## src/rtl/vabs_pkg.sv

```systemverilog
`default_nettype none
package vabs_pkg;

   localparam int CSR_ADDR_WIDTH = 3;
   localparam int CSR_DATA_WIDTH = 24;
   localparam int VIEW_WIDTH     = 16;
   localparam int COUNT_WIDTH    = 13;
   localparam int INDEX_WIDTH    = 14;
   localparam int TEX_WIDTH      = 16;
   localparam int DIVISOR_WIDTH  = 24;

   localparam logic [CSR_ADDR_WIDTH-1:0] CSR_EXTENT_X    = 3'd0;
   localparam logic [CSR_ADDR_WIDTH-1:0] CSR_EXTENT_Y    = 3'd1;
   localparam logic [CSR_ADDR_WIDTH-1:0] CSR_EXTENT_Z    = 3'd2;
   localparam logic [CSR_ADDR_WIDTH-1:0] CSR_VIEW_X      = 3'd3;
   localparam logic [CSR_ADDR_WIDTH-1:0] CSR_VIEW_Y      = 3'd4;
   localparam logic [CSR_ADDR_WIDTH-1:0] CSR_VIEW_Z      = 3'd5;
   localparam logic [CSR_ADDR_WIDTH-1:0] CSR_SLICE_COUNT = 3'd6;

   typedef enum logic [4:0] {
      ST_IDLE, ST_PROD, ST_DEPTH, ST_RANK, ST_STAGE, ST_OFFMUL, ST_OFFDIV, ST_OFFWAIT,
      ST_CHECK, ST_PIVOT, ST_EDGE, ST_POS, ST_POSWAIT, ST_TEX, ST_TEXWAIT, ST_LOAD, ST_EMIT
   } state_type;

   typedef enum logic [1:0] {
      DIV_OFF, DIV_POS, DIV_TEX
   } div_sel_type;

   typedef struct packed {
      logic        accept;
      logic        prod_en;
      logic        depth_en;
      logic        rank_en;
      logic        stage_en;
      logic        off_mul_en;
      logic        div_start;
      div_sel_type div_sel;
      logic        off_en;
      logic        check_en;
      logic        pivot_en;
      logic        edge_en;
      logic        pos_en;
      logic        tex_en;
      logic        out_load;
      logic        out_beyond;
      logic        out_last;
      logic [1:0]  axis;
      logic [2:0]  stage_idx;
      logic [2:0]  edge_idx;
   } cmd_type;

   typedef struct packed {
      logic       div_done;
      logic       beyond;
      logic       need_interp;
      logic       ext_zero;
      logic [2:0] edge_count;
   } status_type;

   // corner k sits at the far face of axis ax
   function automatic logic corner_on(input logic [2:0] k, input logic [1:0] ax);
      logic r;
      case (ax)
         2'd0:    r = k[0] ^ k[1];
         2'd1:    r = k[1];
         default: r = k[2];
      endcase
      return r;
   endfunction

   // three neighbours of each corner, in winding order
   function automatic logic [8:0] ring_of(input logic [2:0] k);
      logic [8:0] r;
      case (k)
         3'd0:    r = {3'd3, 3'd4, 3'd1};
         3'd1:    r = {3'd0, 3'd5, 3'd2};
         3'd2:    r = {3'd1, 3'd6, 3'd3};
         3'd3:    r = {3'd2, 3'd7, 3'd0};
         3'd4:    r = {3'd5, 3'd0, 3'd7};
         3'd5:    r = {3'd6, 3'd1, 3'd4};
         3'd6:    r = {3'd7, 3'd2, 3'd5};
         default: r = {3'd4, 3'd3, 3'd6};
      endcase
      return r;
   endfunction

endpackage
`default_nettype wire

```

## src/rtl/vabs_controller.sv

```systemverilog
`default_nettype none
module vabs_controller (
   input  wire logic                                clock,
   input  wire logic                                reset,
   input  wire logic                                csr_we,
   input  wire logic [vabs_pkg::CSR_ADDR_WIDTH-1:0] csr_addr,
   input  wire logic                                req_valid,
   output logic                                     req_ready,
   output logic                                     rsp_valid,
   input  wire logic                                rsp_ready,
   input  wire vabs_pkg::status_type                status,
   output vabs_pkg::cmd_type                        cmd
);
   import vabs_pkg::*;

   state_type  state_ff, state_in;
   logic [1:0] axis_ff, axis_in;
   logic [2:0] stage_ff, stage_in;
   logic [2:0] edge_ff, edge_in;
   logic       valid_ff, valid_in;
   logic       last_ff, last_in;
   logic       last_edge;

   assign last_edge = ({1'b0, edge_ff} + 4'd1) == {1'b0, status.edge_count};

   always_comb begin
      state_in = state_ff;
      axis_in  = axis_ff;
      stage_in = stage_ff;
      edge_in  = edge_ff;
      last_in  = last_ff;
      valid_in = valid_ff && !(csr_we && csr_addr <= CSR_SLICE_COUNT);
      unique case (state_ff)
         ST_IDLE: begin
            if (req_valid) begin
               axis_in  = '0;
               stage_in = '0;
               state_in = valid_ff ? ST_OFFMUL : ST_PROD;
            end
         end
         ST_PROD: begin
            axis_in = axis_ff + 2'd1;
            if (axis_ff == 2'd2) begin
               axis_in  = '0;
               state_in = ST_DEPTH;
            end
         end
         ST_DEPTH: state_in = ST_RANK;
         ST_RANK:  state_in = ST_STAGE;
         ST_STAGE: begin
            stage_in = stage_ff + 3'd1;
            if (stage_ff == 3'd6) begin
               valid_in = 1'b1;
               state_in = ST_OFFMUL;
            end
         end
         ST_OFFMUL:  state_in = ST_OFFDIV;
         ST_OFFDIV:  state_in = ST_OFFWAIT;
         ST_OFFWAIT: if (status.div_done) state_in = ST_CHECK;
         ST_CHECK:   state_in = ST_PIVOT;
         ST_PIVOT: begin
            edge_in = '0;
            if (status.beyond) begin
               last_in  = 1'b1;
               state_in = ST_EMIT;
            end else begin
               state_in = ST_EDGE;
            end
         end
         ST_EDGE: begin
            axis_in  = '0;
            state_in = (status.edge_count == '0) ? ST_IDLE : ST_POS;
         end
         ST_POS, ST_POSWAIT: begin
            if (state_ff == ST_POS && status.need_interp) begin
               state_in = ST_POSWAIT;
            end else if (state_ff == ST_POS || status.div_done) begin
               axis_in  = axis_ff + 2'd1;
               state_in = ST_POS;
               if (axis_ff == 2'd2) begin
                  axis_in  = '0;
                  state_in = ST_TEX;
               end
            end
         end
         ST_TEX, ST_TEXWAIT: begin
            if (state_ff == ST_TEX && !status.ext_zero) begin
               state_in = ST_TEXWAIT;
            end else if (state_ff == ST_TEX || status.div_done) begin
               axis_in  = axis_ff + 2'd1;
               state_in = ST_TEX;
               if (axis_ff == 2'd2) begin
                  axis_in  = '0;
                  state_in = ST_LOAD;
               end
            end
         end
         ST_LOAD: begin
            last_in  = last_edge;
            state_in = ST_EMIT;
         end
         ST_EMIT: begin
            if (rsp_ready) begin
               if (last_ff) begin
                  state_in = ST_IDLE;
               end else begin
                  edge_in  = edge_ff + 3'd1;
                  state_in = ST_EDGE;
               end
            end
         end
         default: state_in = ST_IDLE;
      endcase
   end

   always_comb begin
      cmd           = '0;
      cmd.div_sel   = DIV_OFF;
      cmd.axis      = axis_ff;
      cmd.stage_idx = stage_ff;
      cmd.edge_idx  = edge_ff;
      unique case (state_ff)
         ST_IDLE:    cmd.accept     = req_valid;
         ST_PROD:    cmd.prod_en    = 1'b1;
         ST_DEPTH:   cmd.depth_en   = 1'b1;
         ST_RANK:    cmd.rank_en    = 1'b1;
         ST_STAGE:   cmd.stage_en   = 1'b1;
         ST_OFFMUL:  cmd.off_mul_en = 1'b1;
         ST_OFFDIV:  cmd.div_start  = 1'b1;
         ST_OFFWAIT: cmd.off_en     = status.div_done;
         ST_CHECK:   cmd.check_en   = 1'b1;
         ST_PIVOT: begin
            cmd.pivot_en   = 1'b1;
            cmd.out_load   = status.beyond;
            cmd.out_beyond = status.beyond;
            cmd.out_last   = status.beyond;
         end
         ST_EDGE: cmd.edge_en = 1'b1;
         ST_POS: begin
            cmd.div_sel   = DIV_POS;
            cmd.div_start = status.need_interp;
            cmd.pos_en    = !status.need_interp;
         end
         ST_POSWAIT: begin
            cmd.div_sel = DIV_POS;
            cmd.pos_en  = status.div_done;
         end
         ST_TEX: begin
            cmd.div_sel   = DIV_TEX;
            cmd.div_start = !status.ext_zero;
            cmd.tex_en    = status.ext_zero;
         end
         ST_TEXWAIT: begin
            cmd.div_sel = DIV_TEX;
            cmd.tex_en  = status.div_done;
         end
         ST_LOAD: begin
            cmd.out_load = 1'b1;
            cmd.out_last = last_edge;
         end
         ST_EMIT: ;
         default: ;
      endcase
   end

   always_ff @(posedge clock) begin
      if (reset) begin
         state_ff <= ST_IDLE;
         axis_ff  <= '0;
         stage_ff <= '0;
         edge_ff  <= '0;
         valid_ff <= 1'b0;
         last_ff  <= 1'b0;
      end else begin
         state_ff <= state_in;
         axis_ff  <= axis_in;
         stage_ff <= stage_in;
         edge_ff  <= edge_in;
         valid_ff <= valid_in;
         last_ff  <= last_in;
      end
   end

   assign req_ready = (state_ff == ST_IDLE);
   assign rsp_valid = (state_ff == ST_EMIT);
endmodule
`default_nettype wire

```

## config.mk

```make
export PLATFORM = sky130hd
export DESIGN_NAME = vabs_controller
export DESIGN_NICKNAME = d
export VERILOG_FILES = /design/src/rtl/vabs_pkg.sv /design/src/rtl/vabs_controller.sv
export SDC_FILE = /design/constraint.sdc
export NUM_CORES = 1
export LEC_CHECK = 0
export BUFFER_PORTS_ARGS = -buffer_cell sky130_fd_sc_hd__buf_2
export CORE_MARGIN = 2
export CORE_UTILIZATION = 35
export DETAILED_ROUTE_END_ITERATION = 16
export PLACE_DENSITY = 0.61
export SYNTH_ARGS = -nofsm -noshare
export SYNTH_HDL_FRONTEND = slang
export SYNTH_SLANG_ARGS = --single-unit
```

## constraint.sdc

```tcl
create_clock -name clock -period 2.2 [get_ports clock]
set_input_delay 0.11 -clock clock [delete_from_list [all_inputs] [get_ports clock]]
set_output_delay 0.11 -clock clock [all_outputs]
set_load 0.02 [all_outputs]
```

==> results.cfg, run 1 <==
[status]
run_status = complete, no violations

[timing]
setup_viol = 0
clock.fmax_mhz = 493
fin_crit_sh_pct = 92.3
rsz0062_at_grt = false
fin_crit_ps = 2030
drv_slew = 0
layout_setup_ws_ps = 170
timing.final.hold_violations = 0
clock_skew_ps = 5.81
tns_ps = 0
hold_slack_ps = 175
max_slew_margin_pct = 69.9
worst_pin_slew_ps = 451

[cts]
cts.clk_slew.worst_paths_ps = 70
cts_inserted_buffers = 3
cts_tree = done
max-clock-path-buffers = 2
clk_latency_ps = 250
cts_setup_buffers = 0
cts_resized = 0
cts-root-buf = clkbuf_8
cts_hold_buf = 0
cts.sink_count = 15
htree_levels = 1

[worst_setup_path]
regToRegStartpoint = state_ff[0]
startpoint = state_ff[0]
cp-end-kind = primary output
arrival_ps = 1920
r2r_slack_ps = 270
critPathLaunchType = register
r2r_cells = 6
worstSetupPathType = register to primary output
crit_fanout = 14
r2r-end = state_ff[2]
endpoint = cmd[8]
worstPathRequired_ps = 2090

[yosys]
synth_top_family_by_area = simple AND/OR/NAND/NOR gates
synthTopCellsByCount = 17 x nand2_1, 17 x nor2_1, 15 x dfxtp_1, 13 x a21oi_1, 11 x nor3_1
synthCells = 185
synth_top_area_share_pct = 22.1
synth_flop_cell = dfxtp_1
synthSimpleGateAreaFrac_pct = 38.4
synth-compound-area-share_pct = 21.5
yosys_warnings = 0
ys_ff_latch = 15
synth_xor_xnor_area_share_pct = 3.86
synth_mux_area_share_pct = 2.30
synth_largest_area_cell = dfxtp_1
synth_area_leaders = dfxtp_1 22%, a21oi_1 4.8%, nand2_1 4.7%
syn_avg_cell_area_sq_um = 7.36
syn_area_sq_um = 1360
ys_seq_area_share_pct = 22.1
synth_edf_count = 0
synth_nets = 203
synth.distinct_cells = 54
synthArstFlopShare_pct = 0
synthAdderAreaFrac_pct = 2.76

[die]
core.rowCount = 22
num_io_pins = 43
fp.dieArea_sq_um = 4400
die_x_microns = 66.4
design.core.area_sq_um = 3690
start_util_pct = 36.9
die_y_microns = 66.4

[detailed_routing]
viasPerCell = 5.33
vias = 1455
m1WireLength_microns = 1750
wl_per_cell_microns = 13.1
top_layer_used = met4
wl_met3_microns = 174
final_antenna_net_count = 0
dr.pass1.iters = 4
drtIter0Drc = 113
routed-wl-met2_microns = 1630
wl_microns = 3590
drc = 0

[grt]
grt_pass1_wl_microns = 6040
grt_use_total_pct = 17.1
grt_antenna_before_repair = 0
grt_pass1_vias = 1317
grt_max_degree = 27
gr-total-overflow = 0

[power_and_ir_drop]
p_sw_share_pct = 46.0
clkPwrFrac_pct = 16.0
powerDensity_nw_per_um2 = 853
pwr-share-comb_pct = 57.9
leakage_nw = 0.807
ir_drop_mv = 0.339
p_int_mw = 0.763
p_switching_mw = 0.651
pwr-share-seq_pct = 26.1
total_power_mw = 1.41

[final_layout]
final_nets = 244
area_delta_synth_final_pct = 21.8
drive_above_1_share_pct = 28.9
final_area_sq_um = 1660
fin_cells = 273
fill_cells = 416
fin_util_pct = 44.9
num_antenna_cells = 0

[worst_hold_path]
hp-class = input port to register

[placed_design]
place_inst = 269
place_ws_ps = 302
post-dp-hpwl_microns = 2760
placed_cell_area_sq_um = 1610
gp_congestion = 0.831
port_buffers = 42

[run]
drv_cap = 0
-- worst min-delay path by stage --
stage	start	endpoint	depth (start not counted)
2_1_floorplan	csr_we	valid_ff	3
3_3_place_gp	csr_we	valid_ff	4
3_5_place_dp	csr_we	valid_ff	4
4_1_cts	csr_we	valid_ff	4
5_1_grt	csr_we	valid_ff	4
6_report	csr_we	valid_ff	4
-- cell type report --
type	instances	area, sq um	area share (%)
timing repair buffer	49	275	16.6
inverter	10	37.5	2.26
clock inverter	1	5.00	0.302
sequential	15	302	18.2
tap	48	60.1	3.62
multi-input combinational	147	937	56.5
clock buffer	3	41.3	2.49
-- flip-flops by register name, summed over array words and instances, names as in the netlist --
name / flops
axis_ff: 2
edge_ff: 3
last_ff: 1
stage_ff: 3
state_ff: 5
valid_ff: 1
-- placed cells by master (no fill, tap or decap), types with 2 or more instances in the layout --
master / instances
a2111o_1: 2
a211o_1: 2
a211oi_1: 2
a21oi_1: 13
a31oi_1: 2
and3_1: 5
and3b_1: 2
buf_2: 42
buf_4: 6
clkbuf_8: 3
dfxtp_1: 14
ha_1: 3
inv_1: 8
inv_2: 2
mux2i_1: 2
nand2_1: 17
nand2b_1: 3
nand3_1: 5
nand3b_1: 4
nand4b_1: 2
nor2_1: 17
nor2b_1: 3
nor3_1: 11
nor3b_1: 4
nor4_2: 2
nor4bb_1: 2
o21a_1: 2
o21ai_0: 6
o21ai_1: 5
or3_1: 5
xor2_1: 5
-- cell families (layout without fill, tap and decap cells) --
family | Yosys count | count (layout)
DFF | 15 | 15
adders and majority gates | 3 | 3
buffers and inverters | 23 | 63
and+or+nand+nor | 91 | 91
AOI/OAI and AO/OA | 44 | 44
xor gates and xnor gates | 6 | 6
muxes | 3 | 3
-- power groups by stage --
stage | Clock, mW | Sequential, mW | Combinational (mW)
2_1_floorplan | 0 | 0.339 | 0.655
3_3_place_gp | 0 | 0.372 | 0.816
3_5_place_dp | 0 | 0.373 | 0.808
4_1_cts | 0.233 | 0.367 | 0.811
5_1_grt | 0.246 | 0.377 | 0.902
6_report | 0.227 | 0.369 | 0.818
-- worst max-delay path, stage by stage, from the launching register on --
cell	delay (ps)
dfxtp_1	600
and2_1	250
nand4b_1	180
or3_1	400
nand2_1	70
buf_2	160
-- routing by layer --
layer / up-vias / track usage, %
met3: 4 / 2.90
met2: 33 / 27.0
met4: 0 / 5.10
li1: 751 / -
met5: - / 0
met1: 667 / 23.5
No activity file was read; power rests on OpenSTA's default activity.
==> inputs of run 2 (changes only) <==
--- a/config.mk
+++ b/config.mk
@@ -10,6 +10,7 @@
 export CORE_UTILIZATION = 35
 export DETAILED_ROUTE_END_ITERATION = 16
 export PLACE_DENSITY = 0.61
+export RECOVER_POWER = 50
 export SYNTH_ARGS = -nofsm -noshare
 export SYNTH_HDL_FRONTEND = slang
 export SYNTH_SLANG_ARGS = --single-unit
==> run 2 against run 1 <==
Compared with the run above: fmax shrank 4.4%; combinational power shrank 3.1%; sequential power fell by 1%; largest power group unchanged.
==> results.cfg, run 2 (synthesis results as in run 1) <==
[detailed_routing]
final_antenna_net_count = 0
dr.pass1.iters = 4
drtIter0Drc = 106
wl_microns = 3570
drc = 0
viasPerCell = 5.32
wl_per_cell_microns = 13.1
vias = 1453

[grt]
grt_max_degree = 27
grt_antenna_before_repair = 0
grt_use_total_pct = 17.1
gr-total-overflow = 0
grt_pass1_wl_microns = 6040
grt_pass1_vias = 1317

[final_layout]
multi_input_area_sq_um = 925
layout_common_cells = 29 x buf_2, 17 x nand2_1, 17 x nor2_1
top_register = state_ff
final_nets = 244
register_area_sq_um = 302
area_delta_synth_final_pct = 19.7
fill_cells = 428
drive_above_1_share_pct = 21.8
layout_commonest_cell = buf_2
largest_reg_flops = 5
num_antenna_cells = 0
top_regs = state_ff: 5 flops, edge_ff: 3 flops, stage_ff: 3 flops

[power_and_ir_drop]
leakage_nw = 0.753
total_power_mw = 1.38
ir_drop_mv = 0.338
powerDensity_nw_per_um2 = 850

[die]
die_x_microns = 66.4
die_y_microns = 66.4
design.core.area_sq_um = 3690
core.rowCount = 22
start_util_pct = 36.9
fp.dieArea_sq_um = 4400
num_io_pins = 43

[cts]
cts_inserted_buffers = 3
htree_levels = 1
cts.clk_slew.worst_paths_ps = 70
clk_latency_ps = 250
cts_hold_buf = 0
cts-root-buf = clkbuf_8
cts_tree = done
max-clock-path-buffers = 2
cts.sink_count = 15
cts_setup_buffers = 0

[worst_setup_path]
cp-end-kind = primary output
r2r_slack_ps = 90
crit_fanout = 14
max_stage_delay_ps = 560
crit_slowest_cell = nor4_1
critPathLaunchType = register
worstSetupPathType = register to primary output
arrival_ps = 2010
r2r_cells = 6
r2r-end = state_ff[2]
regToRegStartpoint = state_ff[0]
worstPathRequired_ps = 2090
cp_cell_sequence = buf_4 -> nor4_1 -> nand2_1 -> inv_1 -> buf_2

[timing]
worst_pin_slew_ps = 619
clock_skew_ps = 5.20
fin_crit_ps = 2120
fin_crit_sh_pct = 96.5
setup_viol = 0
max_slew_margin_pct = 58.4
timing.final.hold_violations = 0
hold_slack_ps = 176
rsz0062_at_grt = false
clock.fmax_mhz = 471
layout_setup_ws_ps = 77.2
tns_ps = 0
drv_slew = 0

[worst_hold_path]
worstHoldStart = csr_we
hp-class = input port to register
min_to = valid_ff
holdPathStages = 4

[placed_design]
post-dp-hpwl_microns = 2760
port_buffers = 42
gp_congestion = 0.831
place_ws_ps = 302

[status]
run_status = complete, no violations

[run]
drv_cap = 0
-- run 2: changes by cell type in the layout (fill, tap and decap cells not counted), moves of 2 or more --
cell,previous run,this run
buf_2,42,29
clkbuf_1,0,13
nor4_1,0,2
nor4_2,2,0
-- run 2: cell type report --
cell class	instances	share of cell area (%)
Inverter	10	2.30
Clock buffer	3	2.53
Tap cell	48	3.69
Timing Repair Buffer	49	15.9
Multi-Input combinational cell	147	56.8
Sequential cell	15	18.5
Clock inverter	1	0.307
-- run 2: worst max path at each step --
stage,startpoint,end,slack (ps),depth (start not counted)
2_1_floorplan,edge_ff[0],cmd[8],480,6
3_3_place_gp,state_ff[3],state_ff[2],350,5
3_5_place_dp,state_ff[3],state_ff[2],300,5
4_1_cts,state_ff[3],cmd[8],90,5
5_1_grt,edge_ff[0],cmd[8],0.3,7
6_report,state_ff[0],cmd[21],80,5
-- run 2: per-stage QoR --
step | util, % | cell area (sq um) | instances
2_1_floorplan | - | 1360 | 185
3_3_place_gp | 43.7 | 1610 | 269
3_5_place_dp | 43.7 | 1610 | 269
4_1_cts | 44.9 | 1660 | 273
5_1_grt | 44.2 | 1630 | 273
6_report | 44.2 | 1630 | 273
-- run 2: critical path, delay by kind of cell (launching register included) --
family                 cells  cell delay (ps)
buffers and inverters      3              560
AND/OR/NAND/NOR            2              770
flip-flops                 1              440
-- run 2: routing by layer --
layer	GRT usage [%]	routed length (microns)
met5	0	0
met3	2.90	158
met2	27.0	1650
met4	5.10	33
met1	23.5	1730
-- run 2: power by group --
part | switching, mW | internal (mW) | total [mW]
clock | 0.100 | 0.125 | 0.226
combinational | 0.481 | 0.312 | 0.793
sequential | 0.0616 | 0.303 | 0.365
-- run 2: timing repair --
| action | in CTS | in global routing |
|---|---|---|
| gates resized for setup | 0 | 1 |
| endpoints found under the setup margin | 0 | 1 |
| endpoints found under the hold margin | 0 | 0 |
